==> config.mk <==
export PLATFORM = sky130hd
export DESIGN_NAME = battery_fuel_gauge
export DESIGN_NICKNAME = d
export VERILOG_FILES = /design/src/hdl/bfg_pkg.sv /design/src/hdl/battery_fuel_gauge.sv /design/src/hdl/bfg_div.sv
export SDC_FILE = /design/constraint.sdc
export NUM_CORES = 1
export LEC_CHECK = 0
export BUFFER_PORTS_ARGS = -buffer_cell sky130_fd_sc_hd__buf_2
export CORE_MARGIN = 3
export CORE_UTILIZATION = 60
export DETAILED_ROUTE_END_ITERATION = 6
export HOLD_SLACK_MARGIN = 0.05
export PLACE_DENSITY = 0.82
export SLEW_MARGIN = 20
export SYNTH_ARGS = -nofsm -noshare
export SYNTH_HDL_FRONTEND = slang
export SYNTH_SLANG_ARGS = --single-unit
==> constraint.sdc <==
create_clock -name clk_i -period 7.9 [get_ports clk_i]
set_input_delay 0.395 -clock clk_i [delete_from_list [all_inputs] [get_ports clk_i]]
set_output_delay 0.395 -clock clk_i [all_outputs]
set_load 0.03 [all_outputs]
==> src/hdl/bfg_pkg.sv <==
// ----------------------------------------------------------------------------
// Battery fuel gauge package
// Widths, reset values, the discharge curve and the divider request types.
// ----------------------------------------------------------------------------
package bfg_pkg;

  localparam int MV_W       = 13;
  localparam int PCT_W      = 7;
  localparam int CNT_W      = 2;
  localparam int REF_POINTS = 8;
  localparam int IDX_W      = $clog2(REF_POINTS);
  localparam int SUM_W      = 15;   // sum of three 13-bit samples
  localparam int DSR_W      = 8;    // widest divisor: curve span or sample count
  localparam int DIV_CNT_W  = $clog2(SUM_W + 1);

  localparam logic [MV_W-1:0]  ABSENT_RESET      = 13'd4300;
  localparam logic [MV_W-1:0]  MIN_VALID_RESET   = 13'd100;
  localparam logic [CNT_W-1:0] REST_PERIOD_RESET = 2'd3;
  localparam logic [PCT_W-1:0] REST_CAP_PERCENT  = 7'd99;
  localparam logic [PCT_W-1:0] DONE_PERCENT      = 7'd100;

  // Register indexes on the configuration port
  localparam logic [1:0] REG_ABSENT      = 2'd0;
  localparam logic [1:0] REG_MIN_VALID   = 2'd1;
  localparam logic [1:0] REG_REST_PERIOD = 2'd2;

  // Discharge curve, highest voltage first
  localparam logic [MV_W-1:0] CURVE_MV [REF_POINTS] = '{
    13'd4200, 13'd4000, 13'd3900, 13'd3700,
    13'd3600, 13'd3500, 13'd3400, 13'd3300
  };
  localparam logic [PCT_W-1:0] CURVE_PCT [REF_POINTS] = '{
    7'd100, 7'd85, 7'd60, 7'd40, 7'd20, 7'd10, 7'd5, 7'd0
  };

  typedef struct packed {
    logic             start;
    logic [SUM_W-1:0] dividend;
    logic [DSR_W-1:0] divisor;
  } div_req_t;

  typedef struct packed {
    logic             done;
    logic [SUM_W-1:0] quotient;
  } div_rsp_t;

  // Lower end of the curve segment that holds mv (smallest i with mv above point i)
  function automatic logic [IDX_W-1:0] seg_find(input logic [MV_W-1:0] mv);
    logic [IDX_W-1:0] idx;
    idx = '0;
    for (int i = REF_POINTS - 1; i >= 1; i--) begin
      if (mv > CURVE_MV[i]) idx = IDX_W'(i);
    end
    return idx;
  endfunction

endpackage

==> src/hdl/battery_fuel_gauge.sv <==
// ----------------------------------------------------------------------------
// Battery fuel gauge
// Averages valid voltage samples and maps the average onto a state of charge.
// ----------------------------------------------------------------------------
// One beat in gives one beat out. The output register loads after a hold or
// error beat is accepted, after the averaging division for an averaged beat
// (absent battery included), and after the multiply step and curve division
// for an interpolated one, but not while an earlier result stalls; the next
// beat can be accepted once it has loaded. Both divisions run on one shared
// restoring divider at one quotient bit per cycle. s_axis_tready is high only
// while the sequencer is idle; a finished beat waits in the output register
// and does not block the next input beat. No clearing pass after reset.
module battery_fuel_gauge
  import bfg_pkg::*;
(
  input  logic        clk_i,
  input  logic        rst_ni,
  // configuration
  input  logic        psel,
  input  logic        penable,
  input  logic        pwrite,
  input  logic [3:0]  paddr,
  input  logic [31:0] pwdata,
  output logic [31:0] prdata,
  output logic        pready,
  // input beats
  input  logic        s_axis_tvalid,
  output logic        s_axis_tready,
  input  logic [39:0] s_axis_tdata,  // sample_first, sample_second, sample_third
  input  logic [2:0]  s_axis_tuser,  // charger_on, charge_done, read_failed
  // result beats
  output logic        m_axis_tvalid,
  input  logic        m_axis_tready,
  output logic [23:0] m_axis_tdata,  // voltage_mv, battery_percent
  output logic [2:0]  m_axis_tuser   // values_updated, charger_pause, gauge_error
);

  localparam logic [2:0] ST_IDLE   = 3'd0;
  localparam logic [2:0] ST_DIVA   = 3'd1;
  localparam logic [2:0] ST_MUL    = 3'd2;
  localparam logic [2:0] ST_DIVP   = 3'd3;
  localparam logic [2:0] ST_RESULT = 3'd4;

  logic [2:0]       state_q;
  logic [MV_W-1:0]  absent_q, min_valid_q;
  logic [CNT_W-1:0] period_q, cnt_q;
  logic [MV_W-1:0]  cached_mv_q;
  logic [PCT_W-1:0] cached_pct_q;
  logic             chg_q, done_q, upd_q, pause_q, err_q, out_valid_q;
  logic [MV_W-1:0]  avg_q;
  logic [IDX_W-1:0] lo_q;
  logic [23:0]      out_data_q;
  logic [2:0]       out_user_q;

  div_req_t div_req;
  div_rsp_t div_rsp;

  logic             accept, cfg_wr;
  logic [MV_W-1:0]  smp0, smp1, smp2;
  logic             vld0, vld1, vld2;
  logic [SUM_W-1:0] sum_in;
  logic [CNT_W-1:0] count_in;
  logic             chg_in, hold_in, failed_in;
  logic [IDX_W-1:0] lo_hi;
  logic [DSR_W-1:0] seg_diff, seg_span;
  logic [PCT_W-1:0] seg_rise, pct_interp, pct_final;
  logic [SUM_W-1:0] avg_full;
  logic             out_load;

  assign pready = 1'b1;
  assign cfg_wr = psel && penable && pwrite && pready;

  always_comb begin
    unique case (paddr[3:2])
      REG_ABSENT:      prdata = {19'd0, absent_q};
      REG_MIN_VALID:   prdata = {19'd0, min_valid_q};
      REG_REST_PERIOD: prdata = {30'd0, period_q};
      default:         prdata = '0;
    endcase
  end

  // input decode
  assign smp0      = s_axis_tdata[12:0];
  assign smp1      = s_axis_tdata[25:13];
  assign smp2      = s_axis_tdata[38:26];
  assign vld0      = smp0 > min_valid_q;
  assign vld1      = smp1 > min_valid_q;
  assign vld2      = smp2 > min_valid_q;
  assign sum_in    = (vld0 ? SUM_W'(smp0) : '0) + (vld1 ? SUM_W'(smp1) : '0)
                   + (vld2 ? SUM_W'(smp2) : '0);
  assign count_in  = CNT_W'({1'b0, vld0}) + CNT_W'({1'b0, vld1}) + CNT_W'({1'b0, vld2});
  assign chg_in    = s_axis_tuser[0] && !s_axis_tuser[1];
  assign hold_in   = chg_in && (cnt_q != '0);
  assign failed_in = s_axis_tuser[2];

  assign s_axis_tready = state_q == ST_IDLE;
  assign accept        = s_axis_tvalid && s_axis_tready;

  // curve segment terms
  assign lo_hi      = lo_q - IDX_W'(1);
  assign seg_diff   = DSR_W'(avg_q - CURVE_MV[lo_q]);
  assign seg_span   = DSR_W'(CURVE_MV[lo_hi] - CURVE_MV[lo_q]);
  assign seg_rise   = CURVE_PCT[lo_hi] - CURVE_PCT[lo_q];
  assign pct_interp = CURVE_PCT[lo_q] + div_rsp.quotient[PCT_W-1:0];
  assign pct_final  = (chg_q && pct_interp > REST_CAP_PERCENT) ? REST_CAP_PERCENT
                                                                : pct_interp;
  assign avg_full   = div_rsp.quotient;

  always_comb begin
    div_req.start    = (accept && !hold_in && !failed_in && count_in != '0)
                     || state_q == ST_MUL;
    div_req.dividend = sum_in;
    div_req.divisor  = DSR_W'(count_in);
    if (state_q == ST_MUL) begin
      div_req.dividend = SUM_W'(seg_diff) * SUM_W'(seg_rise);
      div_req.divisor  = seg_span;
    end
  end

  bfg_div u_div (
    .clk_i  (clk_i),
    .rst_ni (rst_ni),
    .req_i  (div_req),
    .rsp_o  (div_rsp)
  );

  assign out_load = (state_q == ST_RESULT) && (!out_valid_q || m_axis_tready);

  always_ff @(posedge clk_i or negedge rst_ni) begin
    if (!rst_ni) begin
      state_q      <= ST_IDLE;
      absent_q     <= ABSENT_RESET;
      min_valid_q  <= MIN_VALID_RESET;
      period_q     <= REST_PERIOD_RESET;
      cnt_q        <= '0;
      cached_mv_q  <= '0;
      cached_pct_q <= '0;
      chg_q        <= 1'b0;
      done_q       <= 1'b0;
      upd_q        <= 1'b0;
      pause_q      <= 1'b0;
      err_q        <= 1'b0;
      out_valid_q  <= 1'b0;
    end else begin
      if (cfg_wr) begin
        unique case (paddr[3:2])
          REG_ABSENT:      absent_q    <= pwdata[MV_W-1:0];
          REG_MIN_VALID:   min_valid_q <= pwdata[MV_W-1:0];
          REG_REST_PERIOD: period_q    <= pwdata[CNT_W-1:0];
          default: ;
        endcase
      end

      if (out_load) out_valid_q <= 1'b1;
      else if (m_axis_tready) out_valid_q <= 1'b0;

      unique case (state_q)
        ST_IDLE: begin
          if (accept) begin
            chg_q   <= chg_in;
            done_q  <= s_axis_tuser[1];
            upd_q   <= 1'b0;
            pause_q <= 1'b0;
            err_q   <= 1'b0;
            if (hold_in) begin
              cnt_q   <= cnt_q - CNT_W'(1);
              state_q <= ST_RESULT;
            end else begin
              if (chg_in) begin
                // reload; a period of zero samples every charging beat
                cnt_q   <= (period_q == '0) ? '0 : period_q - CNT_W'(1);
                pause_q <= 1'b1;
              end else begin
                cnt_q <= '0;
              end
              if (failed_in || count_in == '0) begin
                err_q   <= 1'b1;
                state_q <= ST_RESULT;
              end else begin
                state_q <= ST_DIVA;
              end
            end
          end
        end
        ST_DIVA: begin
          if (div_rsp.done) begin
            upd_q <= 1'b1;
            if (avg_full > SUM_W'(absent_q)) begin
              cached_mv_q  <= '0;
              cached_pct_q <= '0;
              state_q      <= ST_RESULT;
            end else begin
              cached_mv_q <= avg_full[MV_W-1:0];
              if (!chg_q && done_q) begin
                cached_pct_q <= DONE_PERCENT;
                state_q      <= ST_RESULT;
              end else if (avg_full[MV_W-1:0] > CURVE_MV[0]) begin
                cached_pct_q <= chg_q ? REST_CAP_PERCENT : DONE_PERCENT;
                state_q      <= ST_RESULT;
              end else if (avg_full[MV_W-1:0] <= CURVE_MV[REF_POINTS-1]) begin
                cached_pct_q <= '0;
                state_q      <= ST_RESULT;
              end else begin
                state_q <= ST_MUL;
              end
            end
          end
        end
        ST_MUL: state_q <= ST_DIVP;
        ST_DIVP: begin
          if (div_rsp.done) begin
            cached_pct_q <= pct_final;
            state_q      <= ST_RESULT;
          end
        end
        ST_RESULT: begin
          if (out_load) state_q <= ST_IDLE;
        end
        default: state_q <= ST_IDLE;
      endcase
    end
  end

  // payload registers
  always_ff @(posedge clk_i) begin
    if (state_q == ST_DIVA && div_rsp.done) begin
      avg_q <= avg_full[MV_W-1:0];
      lo_q  <= seg_find(avg_full[MV_W-1:0]);
    end
    if (out_load) begin
      out_data_q <= {4'd0, cached_pct_q, cached_mv_q};
      out_user_q <= {err_q, pause_q, upd_q};
    end
  end

  assign m_axis_tvalid = out_valid_q;
  assign m_axis_tdata  = out_data_q;
  assign m_axis_tuser  = out_user_q;

endmodule

==> src/hdl/bfg_div.sv <==
// ----------------------------------------------------------------------------
// Battery fuel gauge divider
// Restoring divider, one quotient bit per cycle, shared by averaging and
// curve interpolation.
// ----------------------------------------------------------------------------
module bfg_div
  import bfg_pkg::*;
(
  input  logic     clk_i,
  input  logic     rst_ni,
  input  div_req_t req_i,
  output div_rsp_t rsp_o
);

  logic [SUM_W-1:0]     quo_q;
  logic [DSR_W-1:0]     rem_q;
  logic [DSR_W-1:0]     dsr_q;
  logic [DIV_CNT_W-1:0] cnt_q;
  logic                 busy_q;
  logic                 done_q;
  logic [DSR_W:0]       trial;
  logic                 fits;

  assign trial = {rem_q, quo_q[SUM_W-1]};
  assign fits  = trial >= {1'b0, dsr_q};

  always_ff @(posedge clk_i or negedge rst_ni) begin
    if (!rst_ni) begin
      cnt_q  <= '0;
      busy_q <= 1'b0;
      done_q <= 1'b0;
    end else begin
      done_q <= busy_q && (cnt_q == DIV_CNT_W'(1));
      if (req_i.start) begin
        cnt_q  <= DIV_CNT_W'(SUM_W);
        busy_q <= 1'b1;
      end else if (busy_q) begin
        cnt_q  <= cnt_q - DIV_CNT_W'(1);
        busy_q <= cnt_q != DIV_CNT_W'(1);
      end
    end
  end

  always_ff @(posedge clk_i) begin
    if (req_i.start) begin
      quo_q <= req_i.dividend;
      rem_q <= '0;
      dsr_q <= req_i.divisor;
    end else if (busy_q) begin
      // shift in one quotient bit, keep the partial remainder
      rem_q <= fits ? DSR_W'(trial - {1'b0, dsr_q}) : trial[DSR_W-1:0];
      quo_q <= {quo_q[SUM_W-2:0], fits};
    end
  end

  assign rsp_o.done     = done_q;
  assign rsp_o.quotient = quo_q;

endmodule

Word-level counts from Yosys, hierarchy flattened
Memories as Yosys holds them, arrays and structs flattened.
Cells that the tools add are included.
- logic and storage cells: 174
- memories kept: 4
- register bits after elaboration: 130
- ROM bits: 320
- input port bits: 86
- output and inout bits: 62
- memory list (name ; depth ; bits a word ; read ports ; clocked after Yosys merged registers in ; wr ports ; RTL line ; source):
    (no name shown) ; 8 ; 13 ; 1 ; 0 ; 0 ; battery_fuel_gauge.sv:102 ; assign seg_span = DSR_W'(CURVE_MV[lo_hi] - CURVE_MV[lo_q]);
    (no name shown) ; 8 ; 13 ; 1 ; 0 ; 0 ; battery_fuel_gauge.sv:102 ;
    (no name shown) ; 8 ; 7 ; 1 ; 0 ; 0 ; battery_fuel_gauge.sv:104 ; assign pct_interp = CURVE_PCT[lo_q] + div_rsp.quotient[PCT_W-1:0];
    (no name shown) ; 8 ; 7 ; 1 ; 0 ; 0 ; battery_fuel_gauge.sv:103 ; assign seg_rise = CURVE_PCT[lo_hi] - CURVE_PCT[lo_q];
- reductions and logical operators: 40
- bitwise gates (word level): 2
- multiplexer cells: 59
- add/subtract/negate cells: 13
- equality and inequality tests: 13
- magnitude comparators: 17
- multipliers: 1
- operator list (cell ; count):
    $gt 13x12->1 const B ; 7
    $mux 7 ; 11
    $mux 13 ; 4
    $mux 3 ; 15
    $mux 8 ; 5
    $gt 13x13->1 ; 3
    $pmux 13 s3 ; 1
    $mux 15 ; 2
    $sub 8x8->8 ; 3
    $mux 23 ; 1
    $add 14x13->15 ; 1
    $gt 15x13->1 ; 1
    $mul 8x7->15 ; 1
    $pmux 3 s5 ; 1
    $add 13x13->14 ; 1
    $pmux 7 s2 ; 1
    $gt 13x13->1 const B ; 1
    $le 13x12->1 const B ; 1
    $logic_and 1x1->1 ; 13
    $reduce_bool 2->1 ; 6
    $mux 1 ; 10
    $mux 2 ; 5
    $reduce_and 2->1 ; 5
    $ge 9x8->1 ; 1
    other kinds (29) ; 45

Longest topological paths before layout
- word-level depth: 10
- mapped depth: 30
- gate-level depth less buffers: 28

Cells and area by module
A second synthesis with hierarchy kept.
- cells, all modules: 1234
- area, all modules: 11507.3 sq um
- by module, submodules not included (module ; instances ; cells an instance ; area an instance (sq um) ; sequential area each (sq um)):
    battery_fuel_gauge ; 1 ; 1073 ; 9586.7 ; 2509.9
    bfg_div ; 1 ; 161 ; 1920.6 ; 1001.0

Worst setup path after synthesis
OpenSTA, ideal clock, no wires.
- kind: reg2reg
- start point: register lo_q[0]
- end point: register u_div.quo_q[13] (data pin)
- cell stages (with the launch flop): 28
- data arrival time: 6.991 ns
- data required time: 7.628 ns
- library setup time: 0.272 ns
- slack: 0.636 ns
- buffers on the path: 1
- clock period less this slack: 7.264 ns
- cells stage by stage: edfxtp_1 clkbuf_1 clkinv_1 ha_1 xor2_1 and2_1 ha_1 nor2b_1 o21ai_0 a21oi_1 o21ai_0 o211ai_1 xnor2_1 nand2b_1 fa_1 fa_1 inv_1 fa_1 inv_1 fa_1 inv_1 ha_1 or3_1 or3_1 a221oi_1 o21ai_0 xnor2_1 a22oi_1
- longest elaborated chain between the ends: 9
- elaborated cells between the ends (all ways): 17
- classes of those cells: add/sub (3); mul (1); mux (8); bitwise (2); memory (3)
- RTL lines (what ; RTL line ; source):
    start, declared ; battery_fuel_gauge.sv:51 ; logic [IDX_W-1:0] lo_q;
    start signal, assigned ; battery_fuel_gauge.sv:228 ; lo_q <= seg_find(avg_full[MV_W-1:0]);
    $sub 3x1->3 ; battery_fuel_gauge.sv:100 ; assign lo_hi = lo_q - IDX_W'(1);
    $not 3->4 (not written as such) ; battery_fuel_gauge.sv:103 ;
    $mem_v2 8x7 ; - ;
    $mux 7 (not written as such) (2 in a row) ; battery_fuel_gauge.sv:103 ;
    $sub 7x7->7 ; battery_fuel_gauge.sv:103 ;
    $mul 8x7->15 * ; battery_fuel_gauge.sv:115 ; div_req.dividend = SUM_W'(seg_diff) * SUM_W'(seg_rise);
    $mux 23 * ; battery_fuel_gauge.sv:114 ; if (state_q == ST_MUL) begin
    $mux 15 * ; bfg_div.sv:45 ; if (req_i.start) begin
    end signal, assigned ; bfg_div.sv:46 ; quo_q <= req_i.dividend;
    end signal, assigned ; bfg_div.sv:52 ; quo_q <= {quo_q[SUM_W-2:0], fits};
    end, declared ; bfg_div.sv:15 ; logic [SUM_W-1:0] quo_q;
Mark *: on every way between the ends. The rest lies on a longest branch, timed or not. The select of a mux whose other input is x is not followed.
A chain may end at the register's enable or synchronous reset.

Worst setup path in the final report
Ends and elaborated chain as after synthesis.

==> summary.md <==
| Metric | Value |
|---|---|
| Status | `completed` |
| R2R setup slack | `0.51 ns` |
| Async SR Flop Fraction | `0.500` |
| Worst EP required | `8.07 ns` |
| Total Power | `4.41 mW` |
| Synth Instances | `1266` |
| Cell Area, Synth | `0.0115 sq mm` |
| Routed len/inst | `17.1 um` |
| Clock latency on the worst-skew pair | `0.43 ns` |
| TritonRoute pass-1 iters | `5` |
| Layout Area Growth over Synthesis | `11.0%` |
| # diodes | `0` |
| Top post-synthesis cells by area | `edfxtp_1, ha_1, dfrtp_1` |
| Input/output buffers | `101` |
| Sw Share | `0.442` |
| Via count | `9564` |
| Clock tree sinks | `130` |
| DRT iter0 DRCs | `638` |
| Critical path data arrival time | `7.56 ns` |
| # setup viols final | `0` |
| Seq cells post-synth | `130` |
| HP Class | `primary input to async pin` |
| Post-route DRC | `0` |
| Tmin final | `7.39 ns` |
| Setup TNS | `0 ns` |
| Die W | `145 um` |
| # rows | `50` |
| Comb power frac | `0.535` |
| Internal power | `2.46 mW` |
| Area post-placement | `0.0122 sq mm` |
| Top post-synthesis cells by count | `nand2_1, ha_1, nor2_1` |
| Global placer's final weighted congestion | `0.877` |
| Final Cycle Share | `0.936` |
| Post-synth cell types | `82` |
| Global-route wire length before repair | `44900 um` |
| Vias per inst | `5.97` |
| Yosys top cell by area | `edfxtp_1` |
| Starting Density | `0.614` |
| CTS Buffer Depth | `2` |
| Setup crit start kind | `flop` |
| Antenna Nets Post-Route | `0` |
| H-tree Lvls | `4` |
| Max Clock Skew | `0.0108 ns` |
| Count leader, synth | `nand2_1` |
| Most used DFF post-synth | `edfxtp_1` |
| Initial antenna violation count | `0` |
| Reg power frac | `0.284` |
| Worst slew margin | `0.369` |
| Fraction of final layout cells with drive strength greater than 1 | `0.152` |
| CTS tree | `done` |
| Layout Nets | `1622` |
| R2R cell count | `27` |
| Overflow after GRT | `0` |
| Vias in the first global route | `9364` |
| Die area | `0.0209 sq mm` |
| RSZ-0062 raised after global routing | `false` |
| Slew Limit Fails | `0` |
| Clock power share | `0.180` |
| Pwr/cell area | `345 mW/mm^2` |
| Max-cap violation count | `0` |
| Num CTS Buffers | `17` |
| Final-report hold violation count | `0` |
| Largest net degree at the start of global routing | `66` |
| Crit. End Element | `flop` |
| Worst slew pin tran | `0.942 ns` |
| YS warnings | `0` |
| DPL Wire Length | `20400 um` |
| Critical path class | `flop to flop` |
| Avg Inst Size Synth | `9.10 sq um` |
| Synth top area share | `0.149` |
| CORE AREA | `0.0188 sq mm` |
| Total track usage | `0.268` |
| Fmax | `0.135 GHz` |
| Post-synthesis sequential area ratio | `0.305` |
| EDFF count, synth | `57` |
| Crit Path Max Fanout | `11` |
| Routed WL | `27400 um` |
| Die Y | `145 um` |
| Clock root cell | `clkbuf_16` |
| Switch Pwr | `1.95 mW` |
| Maximum vdd ir drop | `0.182 mV` |
| Io pins | `148` |
| Worst-path clk slew | `0.06 ns` |
| Post-route cell area | `0.0128 sq mm` |
| Leakage | `6.07 nW` |
| CTS Hold Buffers Added | `0` |
==> worst paths after layout <==
| check | from | to |
|---|---|---|
| worst max-delay path | lo_q[0] | u_div.quo_q[13] |
| worst min-delay path | rst_ni | cnt_q[1] |
| worst max register to register | lo_q[0] | u_div.quo_q[13] |
| worst min register to register | cached_pct_q[2] | m_axis_tdata[15] |
| max in group asynchronous | rst_ni | absent_q[5] |
| min in group clk_i | pwdata[11] | absent_q[11] |
==> cell usage in the layout (no fill, tap or decap), types with 22 or more instances in the layout <==
cell type	count
nand2_1	142
ha_1	133
nor2_1	111
inv_1	110
buf_2	101
o21ai_0	89
edfxtp_1	57
dfrtp_1	55
fa_1	48
a21oi_1	47
o21a_1	28
a21o_1	28
xnor2_1	26
conb_1	24
nor2b_1	22
==> flip-flops by register name, indices dropped and copies added (netlist names), 3 cells and up <==
signal and count:
absent_q 13, avg_q 8, cached_mv_q 13, cached_pct_q 7, lo_q 3, m_axis_tdata 20
m_axis_tuser 3, min_valid_q 13, state_q 3, u_div.cnt_q 4, u_div.dsr_q 8, u_div.quo_q 15
u_div.rem_q 8
==> logic make-up (layout without fill, tap and decap cells) <==
group | count (synthesis) | in the layout | synth area share
DFF | 130 | 130 | 0.305
muxes | 42 | 42 | 0.0391
other | 2 | 24 | 0.000652
buffers and inverters | 182 | 262 | 0.0682
AOI/OAI and AO/OA | 284 | 284 | 0.162
and+or+nand+nor | 402 | 402 | 0.165
xor gates and xnor gates | 43 | 43 | 0.0327
adders and majority gates | 181 | 181 | 0.228
==> cell type report <==
| class | instances | area [sq um] |
|---|---|---|
| clock inverter | 13 | 135 |
| multi-input combinational | 976 | 7330 |
| timing repair buffer | 117 | 626 |
| fill | 1433 | 5980 |
| tap | 234 | 293 |
| sequential | 130 | 3510 |
| inverter | 113 | 428 |
| clock buffer | 19 | 464 |
==> worst max-delay path, stage by stage, from the launching register on <==
cell and delay [ns]:
edfxtp_1 0.39, clkinvlp_4 0.24, ha_1 0.31, xor2_1 0.29
buf_4 0.21, nand2_1 0.07, o21ai_0 0.09, ha_1 0.30
o21ai_0 0.13, a21oi_1 0.12, o21ai_0 0.17, o211ai_1 0.12
xnor2_1 0.43, buf_4 0.23, nor2_1 0.06, fa_1 0.51
fa_1 0.52, fa_1 0.55, inv_1 0.06, fa_1 0.52
inv_1 0.04, ha_1 0.22, or3_1 0.41, or3_1 0.39
a221oi_1 0.36, o21ai_0 0.18, xnor2_1 0.15, a22oi_1 0.08
==> layer usage <==
| metal | global-route usage | share of wire |
|---|---|---|
| met3 | 0.0407 | 0.064 |
| met5 | 0 | 0 |
| met1 | 0.340 | 0.42 |
| met4 | 0.0957 | 0.020 |
| met2 | 0.465 | 0.50 |
==> per-stage QoR <==
step	hold WS, ns	instances	setup WS, ns	util
final	0.149	1602	0.507	0.682
after global routing	0.204	1602	0.0511	0.682
after CTS	0.162	1602	0.411	0.681
after detailed placement	0.434	1570	0.467	0.649
after global placement	0.430	1570	0.597	0.649
after floorplan	0.0994	1288	0.636	-
==> power groups by stage <==
stage | Combinational, mW | Sequential [mW] | Clock, mW
floorplan | 1.87 | 1.12 | 0
global placement | 2.25 | 1.24 | 0
detailed placement | 2.33 | 1.24 | 0
CTS | 2.36 | 1.24 | 0.797
global route | 2.67 | 1.27 | 0.821
finish | 2.36 | 1.25 | 0.795
==> what timing repair did <==
item | in CTS | in global routing
endpoints found under the setup margin | 0 | 1
resized for setup | 0 | 3
setup buffers | 0 | 0
No activity file was read; power rests on OpenSTA's default activity.
